`config.mk`:
```
export PLATFORM = sky130hd
export DESIGN_NAME = iiut_fifo
export DESIGN_NICKNAME = d
export VERILOG_FILES = /design/src/design/iiut_fifo.sv
export SDC_FILE = /design/constraint.sdc
export NUM_CORES = 1
export LEC_CHECK = 0
export BUFFER_PORTS_ARGS = -buffer_cell sky130_fd_sc_hd__buf_2
export CAP_MARGIN = 20
export CELL_PAD_IN_SITES_DETAIL_PLACEMENT = 0
export CELL_PAD_IN_SITES_GLOBAL_PLACEMENT = 1
export CORE_ASPECT_RATIO = 0.9
export CORE_MARGIN = 4
export CORE_UTILIZATION = 43
export DETAILED_ROUTE_END_ITERATION = 10
export GPL_TIMING_DRIVEN = 1
export PLACE_DENSITY = 0.92
export SLEW_MARGIN = 20
export SYNTH_ARGS = -nofsm -noshare
export SYNTH_HDL_FRONTEND = slang
export SYNTH_SLANG_ARGS = --single-unit
```
`constraint.sdc`:
```
create_clock -name aclk -period 4.4 [get_ports aclk]
set_input_delay 0.88 -clock aclk [delete_from_list [all_inputs] [get_ports aclk]]
set_output_delay 0.88 -clock aclk [all_outputs]
set_load 0.05 [all_outputs]
```
`src/design/iiut_fifo.sv`:
```
// Small register queue between the front and back parts.
module iiut_fifo #(
    parameter int WIDTH = 8,
    parameter int DEPTH = 2
) (
    input  logic             aclk,
    input  logic             aresetn,
    input  logic             in_valid,
    output logic             in_ready,
    input  logic [WIDTH-1:0] in_data,
    output logic             out_valid,
    input  logic             out_ready,
    output logic [WIDTH-1:0] out_data
);

    localparam int PW = (DEPTH > 1) ? $clog2(DEPTH) : 1;
    localparam int NW = $clog2(DEPTH + 1);

    logic [WIDTH-1:0] slot_reg [DEPTH];
    logic [PW-1:0]    wr_ptr_reg;
    logic [PW-1:0]    rd_ptr_reg;
    logic [NW-1:0]    count_reg;
    logic             push;
    logic             pop;

    assign in_ready  = (count_reg != NW'(DEPTH));
    assign out_valid = (count_reg != '0);
    assign out_data  = slot_reg[rd_ptr_reg];
    assign push      = in_valid && in_ready;
    assign pop       = out_valid && out_ready;

    always_ff @(posedge aclk) begin
        if (push) begin
            slot_reg[wr_ptr_reg] <= in_data;
        end
    end

    always_ff @(posedge aclk) begin
        if (!aresetn) begin
            wr_ptr_reg <= '0;
            rd_ptr_reg <= '0;
            count_reg  <= '0;
        end else begin
            if (push) begin
                wr_ptr_reg <= (wr_ptr_reg == PW'(DEPTH - 1)) ? '0 : wr_ptr_reg + 1'b1;
            end
            if (pop) begin
                rd_ptr_reg <= (rd_ptr_reg == PW'(DEPTH - 1)) ? '0 : rd_ptr_reg + 1'b1;
            end
            if (push && !pop) begin
                count_reg <= count_reg + 1'b1;
            end else if (pop && !push) begin
                count_reg <= count_reg - 1'b1;
            end
        end
    end

endmodule

```
==> reports/summary.txt, run 1 <==
status: finished clean
number of flip-flops in the largest register: 16
Post CTS Setup Buffer Count: 0
Worst Hold Class: flop to flop
CTS Buffer Depth: 2
fin crit share: 52.1%
Req. time, crit path: 3520 ps
FFs w/ async S/R, synth: 0%
total number of vias: 458
Fmax: 436 MHz
Yosys cell types: 17
count of pins over their slew limit: 0
hpwl dp: 901 um
pwr dens: 642 nW/um2
Worst EP arrival: 1410 ps
pin count of the biggest net entering global routing: 12
Pre-Repair DR Iteration Count: 4
clock network fraction of total power: 14.0%
Layout Skew: 0.706 ps
worst-skew pair later-pin latency: 290 ps
Critical Path, Cell by Cell: mux2_2, buf_2
Place WS: 2350 ps
Max Cap Viol: 0
Finished Layout Cells: 98
Crit path max-delay family: flip-flops
Setup crit end kind: primary output
CP Launch Type: flop
Reg clk slew, reported paths: 110 ps
cts-stage hold buffer count: 0
vias in the first global route: 455
first-pass GRT wire length: 1.93 mm
Net Sw Frac: 40.4%
Post-Route WL: 1.19 mm
internal power: 370 uW
Cell Area, Synth: 810 um2
Starting DRT DRC Count: 7
Hold WS: 526 ps
port bufs: 21
Reg power frac: 44.8%
placed insts: 94
fin area: 966 um2
clk sinks: 21
crit path kind: flop to primary output
# diodes: 0
starting density of the core: 46.7%
Synthesized Nets: 63
initial antenna violation count: 0
final core utilization: 55.7%
Final Net Count: 88
WL/cell: 12.2 um
crit path time final: 2290 ps
relative slew slack: 74.5%
Logic pwr share: 41.2%
Post-DRT Antenna Nets: 0
Reg area: 581 um2
Worst VDD drop: 0.000358 V
Num CTS Buffers: 3
unrepaired setup endpoints after global routing: false
most frequent cells in the layout: buf_2 (21), edfxtp_1 (16), mux2_2 (8)
P_leak: 0.387 nW
# resized after CTS: 0
DRC violations left: 0
DIE HEIGHT: 49.2 um
core area: 1730 um2
Die ar.: 2640 um2
share of cells above drive strength 1: 47.3%
delay of the slowest critical-path stage: 540 ps
gpl congestion: 0.636
Synth Warn #: 0
Critical Path Fanout Max: 8
number of top-level pins: 22
layout filler cell count: 162
multi-input logic area: 216 um2
Seq/Total Area, Yosys: 71.7%
Root Buffer: clkbuf_4
Tot Pwr: 620 uW
final worst setup slack: 2110 ps
GRT Total Usage: 10.0%
Die X-Extent: 53.7 um
Avg Cell Area, Syn: 16.2 um2
Fin Setup TNS: 0 ps
Worst Tran Pin Value: 382 ps
GR Overflow Total: 0
worst reg-to-reg setup slack: 2830 ps
WP buf/inv: 1
Placed Area: 940 um2
Vias/cell: 4.67
Area Overhead vs Synth: 19.3%
# setup viols final: 0
H-tree depth: 1
most common cell after layout, fill and taps aside: buf_2
switching power: 251 uW
Main synth FF type: edfxtp_1
Slowest-stage cell, CP: dfxtp_1
Post-synth EDFFs: 16
Fin. Hold Viols: 0
Row Count: 14
register bit count reported by yosys: 21
TritonCTS clock tree: yes
synthesized instance count: 50
[tightest hold or removal path, delay by kind of cell (launching register included)]
family                    cells  cell delay [ps]
DFF                           1              340
and+or+nand+nor               1               70
xor gates and xnor gates      1               80
[worst paths after layout]
kind,startpoint,cells past startpoint,endpoint
setup reg to reg,count_reg[0]$_SDFFE_PN0P_,4,count_reg[1]$_SDFFE_PN0P_
setup / recovery,flop,2,out_data[7]
hold / removal,rd_ptr_reg$_SDFFE_PN0P_,2,rd_ptr_reg$_SDFFE_PN0P_
hold reg to reg,rd_ptr_reg$_SDFFE_PN0P_,2,rd_ptr_reg$_SDFFE_PN0P_
[cells in the mapped netlist (2+ instances only)]
| master | count | area (um2) |
|---|---|---|
| a21oi_1 | 2 | 10.0 |
| inv_1 | 2 | 7.51 |
| dfxtp_1 | 5 | 100 |
| edfxtp_1 | 16 | 480 |
| xor2_1 | 3 | 26.3 |
| o21ai_0 | 2 | 10.0 |
| mux2_2 | 8 | 90.1 |
| nor2_1 | 3 | 11.3 |
[cell type report]
cell class	instances	share of cell area, %
clock buffers	4	2.72
multi-input cells	26	22.4
well taps	24	3.11
repair buffers	21	10.9
flip-flops and latches	21	60.1
inverters	2	0.777
[per-layer routing]
layer | part of all wire, % | global-route usage, % | vias up | routed length, um
li1 | - | - | 233 | -
met1 | 42 | 12.3 | 211 | 502
met2 | 50 | 16.3 | 14 | 591
met3 | 8.1 | 3.67 | 0 | 97
met4 | 0 | 2.55 | 0 | 0
met5 | 0 | 0 | - | 0
[kinds of logic after synthesis]
kind of cell,Yosys count,share of synthesized area [%]
XOR/XNOR,3,3.25
flip-flops,21,71.7
multiplexers,8,11.1
adder cells (fa/ha/maj),1,1.55
AND/OR/NAND/NOR,9,7.11
AO/OA/AOI/OAI,5,3.71
buffers and inverters,3,1.55
[power groups by stage]
stage / clock [mW] / combinational (mW) / sequential, mW
final: 0.0868 / 0.256 / 0.278
after global placement: 0 / 0.254 / 0.281
after floorplan: 0 / 0.221 / 0.269
after global routing: 0.0995 / 0.277 / 0.282
after detailed placement: 0 / 0.258 / 0.282
after CTS: 0.0890 / 0.259 / 0.278
Note: power is estimated with default switching activity, not from simulation.
==> run 2: changes to the inputs <==
Settings changed: CORE_UTILIZATION 43 to 36, PLACE_DENSITY 0.92 to 0.84.
Clock period 4.4 ns to 2.05 ns, I/O delays scaled along.
==> run 2 against run 1 <==
Compared with the run above: first-iteration DRC count decreased by 43%; clock-buffer cell count unchanged; sequential cell count unchanged; clock power increased by 120%; critical endpoint is now out_data[3].
==> reports/summary.txt, run 2 (synthesized netlist as in run 1, its figures left out) <==
status: finished clean
TritonCTS clock tree: yes
DIE HEIGHT: 53.0 um (+7.8%)
Pre-Repair DR Iteration Count: 4 (unchanged)
# setup viols final: 0 (unchanged)
cts-stage hold buffer count: 0 (unchanged)
CTS Buffer Depth: 2 (unchanged)
fin area: 970 um2 (+0.39%)
Worst Tran Pin Value: 397 ps (+14.8 ps)
worst reg-to-reg setup slack: 450 ps (-2380 ps)
Die X-Extent: 58.0 um (+7.9%)
worst setup path endpoint: out_data[3]
Post CTS Setup Buffer Count: 0 (unchanged)
Reg area: 581 um2 (unchanged)
Starting DRT DRC Count: 4 (-3)
Fin Setup TNS: 0 ps (unchanged)
CP Launch Type: flop
fin crit share: 90.4%
Post-Route WL: 1.28 mm (+7.4%)
relative slew slack: 73.6% (-0.98 points)
Placed Area: 943 um2 (+0.40%)
worst-skew pair later-pin latency: 290 ps (about the same)
# resized after CTS: 0 (unchanged)
Layout Skew: 7.71 ps (+7.01 ps)
count of pins over their slew limit: 0 (unchanged)
crit path time final: 1850 ps
FF-to-FF path depth: 5 (+1)
Hold WS: 294 ps (-231 ps)
H-tree depth: 1 (unchanged)
clk sinks: 21 (unchanged)
number of flip-flops in the largest register: 16 (unchanged)
Worst Hold Class: primary input to flop
Worst EP arrival: 1440 ps (+30 ps)
Max Cap Viol: 0 (unchanged)
share of cells above drive strength 1: 47.3% (unchanged)
port bufs: 21 (unchanged)
Vias/cell: 4.70 (+0.63%)
# diodes: 0 (unchanged)
Final Net Count: 88 (unchanged)
pin count of the biggest net entering global routing: 12 (unchanged)
Worst VDD drop: 0.000857 V (+140%)
unrepaired setup endpoints after global routing: false
number of top-level pins: 22 (unchanged)
total number of vias: 475 (+3.7%)
core area: 2160 um2 (+25%)
multi-input logic area: 216 um2 (unchanged)
Critical Path Fanout Max: 8 (unchanged)
Fin. Hold Viols: 0 (unchanged)
Post-DRT Antenna Nets: 0 (unchanged)
GR Overflow Total: 0 (unchanged)
Area Overhead vs Synth: 19.8%
vias in the first global route: 491 (+7.9%)
most frequent cells in the layout: buf_2 (21), edfxtp_1 (16), mux2_2 (8)
Reg clk slew, reported paths: 110 ps (about the same)
Row Count: 16 (+2)
initial antenna violation count: 0 (unchanged)
Setup crit end kind: primary output
Fmax: 540 MHz
layout filler cell count: 208 (+28%)
crit path kind: flop to primary output
R2R Path Start: count_reg[0]$_SDFFE_PN0P_
WL/cell: 12.7 um (+4.2%)
reg2reg end: count_reg[1]$_SDFFE_PN0P_
P_leak: 0.387 nW (unchanged)
first-pass GRT wire length: 2.06 mm (+6.8%)
Req. time, crit path: 1640 ps (-1880 ps)
starting density of the core: 37.4% (-9.2 points)
Num CTS Buffers: 3 (unchanged)
GRT Total Usage: 9.33% (-0.69 points)
most common cell after layout, fill and taps aside: buf_2
Root Buffer: clkbuf_4
gpl congestion: 0.681 (+7.0%)
DRC violations left: 0 (unchanged)
pwr dens: 1380 nW/um2 (+110%)
Die ar.: 3070 um2 (+16%)
==> run 2: worst min-delay path by stage <==
| stage | from | to | slack (ps) | depth (start not counted) |
|---|---|---|---|---|
| 2_1_floorplan | rd_ptr_reg$_SDFFE_PN0P_ | flop | 470 | 2 |
| 3_3_place_gp | rd_ptr_reg$_SDFFE_PN0P_ | rd_ptr_reg$_SDFFE_PN0P_ | 490 | 2 |
| 3_5_place_dp | rd_ptr_reg$_SDFFE_PN0P_ | flop | 500 | 2 |
| 4_1_cts | in_data[1] | slot_reg[1][1]$_DFFE_PP_ | 290 | 1 |
| 5_1_grt | in_data[5] | slot_reg[1][5]$_DFFE_PP_ | 270 | 1 |
| 6_report | in_data[1] | slot_reg[1][1]$_DFFE_PP_ | 290 | 1 |
==> run 2: area by class of cell <==
cell class                      instances  share of cell area (%)
Inverter                                2                   0.774
Clock buffer                            4                    2.71
Timing Repair Buffer                   21                    10.8
Multi-Input combinational cell         26                    22.3
Sequential cell                        21                    59.9
Tap cell                               27                    3.48
==> run 2: worst max-delay path, stage by stage (launching register included) <==
cell and delay, ps:
dfxtp_1 550, mux2_2 390, buf_2 210
==> run 2: metal layers <==
layer / part of all wire [%] / wire length, um / vias up / track usage [%]
met5: 0 / 0 / - / 0
li1: - / - / 232 / -
met4: 0 / 0 / 0 / 4.63
met2: 49 / 625 / 21 / 15.8
met3: 9.0 / 115 / 0 / 3.41
met1: 42 / 539 / 222 / 10.4
==> run 2: stage by stage <==
step	power [mW]	std cells	utilization (%)	worst slack, ps
6_report	1.34	101	44.8	197
5_1_grt	1.41	101	44.8	94.4
4_1_cts	1.35	101	44.8	171
3_5_place_dp	1.17	97	43.6	478
3_3_place_gp	1.15	97	43.6	513
2_1_floorplan	1.05	50	-	452
==> run 2: power breakdown <==
| part | internal, mW | total [mW] | switching (mW) |
|---|---|---|---|
| clock | 0.0757 | 0.188 | 0.112 |
| sequential | 0.540 | 0.598 | 0.0587 |
| combinational | 0.179 | 0.552 | 0.373 |
