**src/design/iiut_pkg.sv**
```systemverilog
// Shared types and constants for the upright/tilted integral image block.
package iiut_pkg;

    localparam int DEF_MAX_WIDTH  = 1024;
    localparam int DEF_MAX_HEIGHT = 4096;

    localparam int PIX_W      = 8;
    localparam int SQ_W       = 16;
    localparam int CSUM_W     = 28;
    localparam int SUM_W      = 38;
    localparam int S_TDATA_W  = 8;
    localparam int M_TDATA_W  = 40;
    localparam int QUEUE_DEPTH = 2;

    localparam int CFG_ADDR_W = 2;
    localparam int CFG_DATA_W = 13;
    localparam int MODE_W     = 2;
    localparam int FW_W       = 11;
    localparam int FH_W       = 13;

    localparam logic [FW_W-1:0] FW_RESET = FW_W'(640);
    localparam logic [FH_W-1:0] FH_RESET = FH_W'(480);

    localparam logic [CFG_ADDR_W-1:0] CFG_SUM_MODE     = CFG_ADDR_W'(0);
    localparam logic [CFG_ADDR_W-1:0] CFG_FRAME_WIDTH  = CFG_ADDR_W'(1);
    localparam logic [CFG_ADDR_W-1:0] CFG_FRAME_HEIGHT = CFG_ADDR_W'(2);

    localparam int MODE_SQUARED_BIT = 0;
    localparam int MODE_TILTED_BIT  = 1;

    typedef struct packed {
        logic squared;
        logic tilted;
        logic first_col;
        logic row_ge1;
        logic row_ge2;
        logic has_right;
        logic frame_end;
    } iiut_ctrl_t;

    // One line-buffer entry per column.
    typedef struct packed {
        logic [CSUM_W-1:0] csum;
        logic [PIX_W-1:0]  pix;
        logic [SQ_W-1:0]   sq;
        logic [SUM_W-1:0]  prev_d;
        logic [SUM_W-1:0]  older_d;
    } iiut_entry_t;

endpackage

```
**src/design/iiut_front.sv**
```systemverilog
// Front part: configuration registers, pixel position counters, term and flag generation.
module iiut_front
    import iiut_pkg::*;
#(
    parameter int MAX_WIDTH  = DEF_MAX_WIDTH,
    parameter int MAX_HEIGHT = DEF_MAX_HEIGHT
) (
    input  logic                            aclk,
    input  logic                            aresetn,
    input  logic                            cfg_we,
    input  logic [CFG_ADDR_W-1:0]           cfg_addr,
    input  logic [CFG_DATA_W-1:0]           cfg_wdata,
    input  logic                            s_tvalid,
    output logic                            s_tready,
    input  logic [PIX_W-1:0]                s_pix,
    output logic                            q_valid,
    input  logic                            q_ready,
    output logic [$clog2(MAX_WIDTH)-1:0]    q_col,
    output logic [$clog2(MAX_WIDTH)-1:0]    q_nxt,
    output logic [PIX_W-1:0]                q_pix,
    output logic [SQ_W-1:0]                 q_sq,
    output iiut_ctrl_t                      q_ctrl
);

    localparam int CW = $clog2(MAX_WIDTH);
    localparam int RW = (MAX_HEIGHT > 1) ? $clog2(MAX_HEIGHT) : 1;

    logic [MODE_W-1:0] mode_reg;
    logic [CW-1:0]     w_last_reg;
    logic [RW-1:0]     h_last_reg;
    logic [CW-1:0]     col_reg;
    logic [RW-1:0]     row_reg;
    logic              row_end;
    logic              frame_end;
    logic              accept;

    function automatic logic [CW-1:0] w_last_of(input logic [FW_W-1:0] fw);
        int v;
        v = int'(fw);
        if (v < 2) begin
            v = 2;
        end else if (v > MAX_WIDTH) begin
            v = MAX_WIDTH;
        end
        return CW'(v - 1);
    endfunction

    function automatic logic [RW-1:0] h_last_of(input logic [FH_W-1:0] fh);
        int v;
        v = int'(fh);
        if (v < 1) begin
            v = 1;
        end else if (v > MAX_HEIGHT) begin
            v = MAX_HEIGHT;
        end
        return RW'(v - 1);
    endfunction

    assign accept    = s_tvalid && q_ready;
    assign s_tready  = q_ready;
    assign q_valid   = s_tvalid;
    assign row_end   = (col_reg >= w_last_reg);
    assign frame_end = row_end && (row_reg >= h_last_reg);

    assign q_col = col_reg;
    assign q_nxt = row_end ? '0 : col_reg + 1'b1;
    assign q_pix = s_pix;
    assign q_sq  = SQ_W'(s_pix * s_pix);

    always_comb begin
        q_ctrl.squared   = mode_reg[MODE_SQUARED_BIT];
        q_ctrl.tilted    = mode_reg[MODE_TILTED_BIT];
        q_ctrl.first_col = (col_reg == '0);
        q_ctrl.row_ge1   = (row_reg != '0);
        q_ctrl.row_ge2   = (row_reg > RW'(1));
        q_ctrl.has_right = !row_end;
        q_ctrl.frame_end = frame_end;
    end

    always_ff @(posedge aclk) begin
        if (!aresetn) begin
            mode_reg   <= '0;
            w_last_reg <= w_last_of(FW_RESET);
            h_last_reg <= h_last_of(FH_RESET);
        end else if (cfg_we) begin
            case (cfg_addr)
                CFG_SUM_MODE: begin
                    mode_reg <= cfg_wdata[MODE_W-1:0];
                end
                CFG_FRAME_WIDTH: begin
                    w_last_reg <= w_last_of(cfg_wdata[FW_W-1:0]);
                end
                CFG_FRAME_HEIGHT: begin
                    h_last_reg <= h_last_of(cfg_wdata[FH_W-1:0]);
                end
                default: begin
                end
            endcase
        end
    end

    always_ff @(posedge aclk) begin
        if (!aresetn) begin
            col_reg <= '0;
            row_reg <= '0;
        end else if (accept) begin
            if (row_end) begin
                col_reg <= '0;
                row_reg <= frame_end ? '0 : row_reg + 1'b1;
            end else begin
                col_reg <= col_reg + 1'b1;
            end
        end
    end

endmodule

```
**config.mk**
```make
export PLATFORM = sky130hd
export DESIGN_NAME = iiut_front
export DESIGN_NICKNAME = d
export VERILOG_FILES = /design/src/design/iiut_pkg.sv /design/src/design/iiut_front.sv
export SDC_FILE = /design/constraint.sdc
export NUM_CORES = 1
export LEC_CHECK = 0
export BUFFER_PORTS_ARGS = -buffer_cell sky130_fd_sc_hd__buf_2
export CAP_MARGIN = 0
export CORE_ASPECT_RATIO = 1.5
export CORE_MARGIN = 5
export CORE_UTILIZATION = 45
export DETAILED_ROUTE_END_ITERATION = 7
export PLACE_DENSITY = 0.66
export RECOVER_POWER = 50
export SLEW_MARGIN = 20
export SYNTH_ARGS = -nofsm -noshare
export SYNTH_HDL_FRONTEND = slang
export SYNTH_SLANG_ARGS = --single-unit
```
**constraint.sdc**
```tcl
create_clock -name aclk -period 5.3 [get_ports aclk]
set_input_delay 0.265 -clock aclk [delete_from_list [all_inputs] [get_ports aclk]]
set_output_delay 0.265 -clock aclk [all_outputs]
set_load 0.02 [all_outputs]
```
==> run metrics, run 1 <==
CTS sink cnt between 40 and 50; ANT cells 0; CTS Hold Bufs 0; Post-synth EDFFs 0; Max clock buf depth 2; Worst Path Class, Setup in -> out; total power 1.50 mW; postcts setup bufs 0; GRT Resource Usage Total roughly a fifth; Min Hold Slack between 200 and 300 ps; Comb pwr share around 53%; CTS tree done; Clock Skew 5.21 ps; Ports 81; Critical Path Max Stage Delay roughly 550 ps; Core ar. roughly 11000 um2; CP cell instances clkbuf_1, and2_1, fa_1, fa_1, inv_1, fa_1, fa_1, inv_1, ha_1, o21ai_0, nor2b_1, o2111a_1, o41ai_1, xor2_1, buf_2; CTS root buf clkbuf_16; Crit path top cell by count fa_1; Setup crit start kind primary input; Starting Density between 40% and 50%; Slew Limit Fails 40; Die W between 90 and 100 um; r2r setup slk 2340 ps; largest net degree at the start of global routing 40; synth warn 0; RSZ-0062 raised after global routing no; DRC Markers 0; Crit path max-delay family adder cells; first-pass GRT wire length 20.7 mm; most common cell after layout, fill and taps aside inv_1; failing checks max-capacitance violations, max-slew violations; Syn Std Cell Area between 4000 and 5000 um2; number of global-route vias before repair 4496; syn avg cell area 7.98 um2; Net Sw Frac 42.1%; H-tree Lvls 2; Seq/Total Area, Yosys around 19%; Tcrit/Tclk final between 90 and 100%; Final Cell Area around 5500 um2; Fin. Hold Viols 0; internal power around 870 uW; Period minus WS final ~5000 ps; Max rail drop VDD around 160 uV; Net Sw Power 629 uW; Vias roughly 4500; leakage between 2 and 3 nW; Clock Latency Late Sink a little under 300 ps; drt wl/cell roughly 15 um; Final setup violation count 0; I/O Buffers between 70 and 80; Max-Cap Viols 1; buffers and inverters on the worst path 4; worst slew pin tran about 1700 ps; vias per inst around 5.5; Die ar. around 13000 um2; Remaining Overflow, GRT 0; fin util between 50% and 60%; Resize count post-CTS 0; outcome complete, but fails checks; Clk pin slew, worst setup/hold paths ~60 ps; DRT Pass-1 Iters 4; 1st-iter DRT viols ~240; Clk pwr share a little under a quarter; placer's final routability congestion estimate ~0.89; Die Y roughly 140 um; Async SR Flop Fraction 0%; min-delay worst type in -> reg; setup_tns 0 ps; antenna violations before repair 0; CP Max Fanout 12; Area growth syn-to-layout 10.2%; # rows 47; Final HPWL DP slightly above 10 mm; number of nets in the layout roughly 800; Placed Area ~5400 um2; Yosys reg bits 46; CP Capture Type output pin; layout cells sized above 1 about a tenth; slowest CP cell fa_1; ys flop type dfxtp_1; Seq pwr share roughly a quarter; Num CTS Buffers 5; total wire length about 12 mm; Synthesized Nets between 700 and 800; post-route ant nets 0; highest-count cells in the layout ignoring fill and taps inv_1 (76), ha_1 (59), nor2_1 (58); Max Fclk between 200 and 250 MHz; Critical Path AT 4620 ps; Yosys cell types 65; Pwr per Cell Area between 200 and 300 nW/um2; Rel. slew slack -10.5%; critical path data required time around 5000 ps; Post-Synthesis Cells ~620
-- synthesized netlist by cell type, types with 3 or more instances --
library cell | n | share of area, %
or2_2 | 4 | 0.50
or3_1 | 11 | 1.4
a32oi_1 | 5 | 0.88
xnor2_1 | 18 | 3.2
buf_4 | 13 | 2.0
nor4_1 | 6 | 0.76
a2bb2oi_1 | 3 | 0.53
nor2_1 | 58 | 4.4
o21ai_0 | 28 | 2.8
and3_1 | 7 | 0.88
ha_1 | 59 | 15
clkbuf_1 | 17 | 1.3
o31ai_1 | 6 | 0.91
a31oi_1 | 6 | 0.76
a21oi_1 | 16 | 1.6
mux2i_1 | 5 | 1.0
xor2_1 | 14 | 2.5
nand3_1 | 17 | 1.7
nor2b_1 | 5 | 0.63
o41ai_1 | 5 | 0.88
inv_1 | 76 | 5.7
a21o_1 | 8 | 1.2
and2_1 | 24 | 3.0
a211oi_1 | 5 | 0.76
fa_1 | 25 | 10
nand2_1 | 49 | 3.7
o22ai_1 | 5 | 0.63
nand3b_1 | 5 | 0.76
o211ai_1 | 6 | 0.91
dfxtp_1 | 46 | 19
nor3b_1 | 4 | 0.61
nand2b_1 | 9 | 1.1
nor3_1 | 12 | 1.2
-- power by group through the flow --
stage	clock, mW	sequential [mW]	combinational [mW]
global route	0.367	0.364	0.875
detailed placement	0	0.371	0.799
finish	0.346	0.363	0.788
CTS	0.350	0.363	0.804
floorplan	0	0.370	0.576
global placement	0	0.370	0.781
-- cell families (layout without fill, tap and decap cells) --
group | after synthesis | after routing | synth area share, %
flops | 46 | 46 | 18.6
simple gates | 220 | 220 | 22.5
buf+inv | 110 | 165 | 9.63
other cells | 1 | 1 | 0.0756
xor+xnor | 33 | 33 | 5.98
mux | 5 | 5 | 1.01
fa+ha+maj | 84 | 84 | 25.0
compound gates | 123 | 123 | 17.3
-- tightest hold or removal path: stages --
cell      delay (ps)
buf_2            110
o31ai_1           70
a221oi_1          70
-- metrics by stage --
step / setup WS [ps] / instances
2_1_floorplan: 612 / 622
3_3_place_gp: 538 / 816
3_5_place_dp: 512 / 816
4_1_cts: 476 / 824
5_1_grt: 153 / 824
6_report: 415 / 824
-- cell type report --
type,count,area [um2]
Fill cell,1121,5470
Sequential cell,46,921
Timing Repair Buffer,81,370
Multi-Input combinational cell,466,3540
Tap cell,147,184
Clock buffer,8,166
Inverter,76,285
-- routing by layer --
| layer | track usage, % | part of all wire [%] | vias to the layer above |
|---|---|---|---|
| met5 | 0 | 0 | - |
| met4 | 6.45 | 2.3 | 0 |
| met3 | 2.17 | 3.5 | 22 |
| met2 | 37.1 | 56 | 84 |
| met1 | 20.2 | 39 | 2174 |
| li1 | - | - | 2237 |
-- worst paths after layout --
path	cells after the start	from	end
worst max-delay path	15	s_pix[1]	q_sq[15]
worst min-delay path	3	cfg_wdata[11]	h_last_reg[11]
worst max register to register	7	row_reg[10]	row_reg[5]
worst min register to register	2	h_last_reg[10]	h_last_reg[10]
Note: power is estimated with default switching activity, not from simulation.
==> inputs of run 2 (changes only) <==
--- a/config.mk
+++ b/config.mk
@@ -9,9 +9,9 @@
 export CAP_MARGIN = 0
 export CORE_ASPECT_RATIO = 1.5
 export CORE_MARGIN = 5
-export CORE_UTILIZATION = 45
+export CORE_UTILIZATION = 53
 export DETAILED_ROUTE_END_ITERATION = 7
-export PLACE_DENSITY = 0.66
+export PLACE_DENSITY = 0.76
 export RECOVER_POWER = 50
 export SLEW_MARGIN = 20
 export SYNTH_ARGS = -nofsm -noshare
==> run metrics, run 2 (synthesized netlist as in run 1, its figures left out) <==
outcome complete, but fails checks (unchanged); failing checks max-capacitance violations, max-slew violations (unchanged); fin util 58.9% (was 50.0%); Die W 89.0 um (was 95.7 um); H-tree Lvls 2 (unchanged); Vias 4499 (was 4517); critical path data required time 5040 ps (about the same); Area growth syn-to-layout 9.15% (was 10.2%); Critical Path Max Stage Delay 550 ps (about the same); Num CTS Buffers 5 (unchanged); Fin. Hold Viols 0 (unchanged); Worst Path Class, Setup in -> out (unchanged); Clk pwr share 23.4% (was 23.1%); highest-count cells in the layout ignoring fill and taps inv_1 (76), ha_1 (59), nor2_1 (58) (unchanged); I/O Buffers 79 (unchanged); total wire length 11.9 mm (was 12.3 mm); pre-CTS setup slack 314 ps (was 512 ps); Final setup violation count 0 (unchanged); Pwr per Cell Area 279 nW/um2 (was 274 nW/um2); ANT cells 0 (unchanged); RSZ-0062 raised after global routing no (unchanged); Ports 81 (unchanged); CTS sink cnt 46 (unchanged); internal power 877 uW (was 867 uW); CTS root buf clkbuf_16 (unchanged); Max clock buf depth 2 (unchanged); drt wl/cell 15.1 um (was 14.9 um); leakage 2.69 nW (about the same); Max rail drop VDD 226 uV (was 155 uV); DRC Markers 0 (unchanged); Slew Limit Fails 40 (unchanged); worst slew pin tran 1610 ps (was 1660 ps); Seq pwr share 24.0% (was 24.2%); Period minus WS final 4990 ps (was 4890 ps); CP cell instances buf_2, inv_1, nor2_1, fa_1, fa_1, inv_1, fa_1, fa_1, inv_1, ha_1, o21ai_0, nor2b_1, o2111a_1, o41ai_1, xor2_1, buf_2 (was clkbuf_1, and2_1, fa_1, fa_1, inv_1, fa_1, fa_1, inv_1, ha_1, o21ai_0, nor2b_1, o2111a_1, o41ai_1, xor2_1, buf_2); Max Fclk 200 MHz (was 205 MHz); first-pass GRT wire length 20.3 mm (was 20.7 mm); largest net degree at the start of global routing 40 (unchanged); DRT Pass-1 Iters 4 (unchanged); Register Area 921 um2 (unchanged); postcts setup bufs 0 (unchanged); Clk pin slew, worst setup/hold paths 60 ps (about the same); Critical Path AT 4720 ps (was 4620 ps); Die ar. 11400 um2 (was 13300 um2); CTS tree done (unchanged); Crit path top cell by count fa_1 (unchanged); Die Y 129 um (was 139 um); Setup crit start kind primary input (unchanged); Clock Skew 4.39 ps (was 5.21 ps); Rel. slew slack -7.07% (was -10.5%); Final HPWL DP 9.93 mm (was 10.3 mm); vias per inst 5.72 (was 5.48); multi-input logic area 3540 um2 (unchanged); slowest CP cell fa_1 (unchanged); 1st-iter DRT viols 195 (was 243); number of global-route vias before repair 4595 (was 4496); layout cells sized above 1 10.2% (was 10.3%); CTS Hold Bufs 0 (unchanged); CP Capture Type output pin (unchanged); antenna violations before repair 0 (unchanged); # fillers 873 (was 1121); Net Sw Frac 42.1% (about the same); Resize count post-CTS 0 (unchanged); number of nets in the layout 786 (was 788); placer's final routability congestion estimate 0.983 (was 0.892); setup_tns 0 ps (unchanged); Remaining Overflow, GRT 0 (unchanged); Starting Density 53.9% (was 45.4%); Max-Cap Viols 1 (unchanged); Tcrit/Tclk final 94.1% (was 92.2%); Net Sw Power 637 uW (was 629 uW); Core ar. 9200 um2 (was 10900 um2); GRT Resource Usage Total 21.9% (was 19.0%); # rows 43 (was 47); post-route ant nets 0 (unchanged); Comb pwr share 52.6% (was 52.7%); Clock Latency Late Sink 290 ps (about the same); total power 1.51 mW (was 1.50 mW); most common cell after layout, fill and taps aside inv_1 (unchanged); final worst slack 312 ps (was 415 ps); CP Max Fanout 10 (was 12); min-delay worst type in -> reg (unchanged)
[run 2: cell type report]
type / count / share of cell area (%)
flip-flops and latches: 46 / 17.0
multi-input cells: 466 / 65.4
well taps: 112 / 2.59
inverters: 76 / 5.27
repair buffers: 79 / 6.65
clock buffers: 6 / 2.38
clock inverters: 2 / 0.693
[run 2: per-layer routing]
layer	track usage (%)	part of all wire, %	up-vias
li1	-	-	2238
met1	22.5	38	2129
met2	43.5	55	100
met3	2.56	3.7	32
met4	7.62	2.7	0
met5	0	0	-
[run 2: critical path: cells and delay by family]
kind | cells | cell delay, ps
AOI/OAI and AO/OA | 3 | 940
xor gates and xnor gates | 1 | 200
and+or+nand+nor | 2 | 360
buffers and inverters | 5 | 560
adders and majority gates | 5 | 2410
[run 2: power groups by stage]
stage / Combinational (mW) / Clock, mW / Sequential (mW)
6_report: 0.796 / 0.355 / 0.363
5_1_grt: 0.896 / 0.376 / 0.364
4_1_cts: 0.808 / 0.362 / 0.363
3_5_place_dp: 0.805 / 0 / 0.370
3_3_place_gp: 0.780 / 0 / 0.370
2_1_floorplan: 0.576 / 0 / 0.370
[run 2: metrics by stage]
stage / area (um2) / hold WS (ps) / cells
floorplan: 4960 / 412 / 622
CTS: 5470 / 302 / 787
finish: 5420 / 304 / 787
detailed placement: 5310 / 466 / 779
global route: 5420 / 326 / 787
global placement: 5310 / 460 / 779
[run 2: worst paths after layout]
kind | endpoint | slack (ps) | start | cells after the start
max | q_sq[15] | 310 | s_pix[5] | 16
min | h_last_reg[11] | 300 | cfg_wdata[11] | 3
max reg2reg | row_reg[5] | 2410 | row_reg[10] | 7
min reg2reg | h_last_reg[10] | 480 | h_last_reg[10] | 2
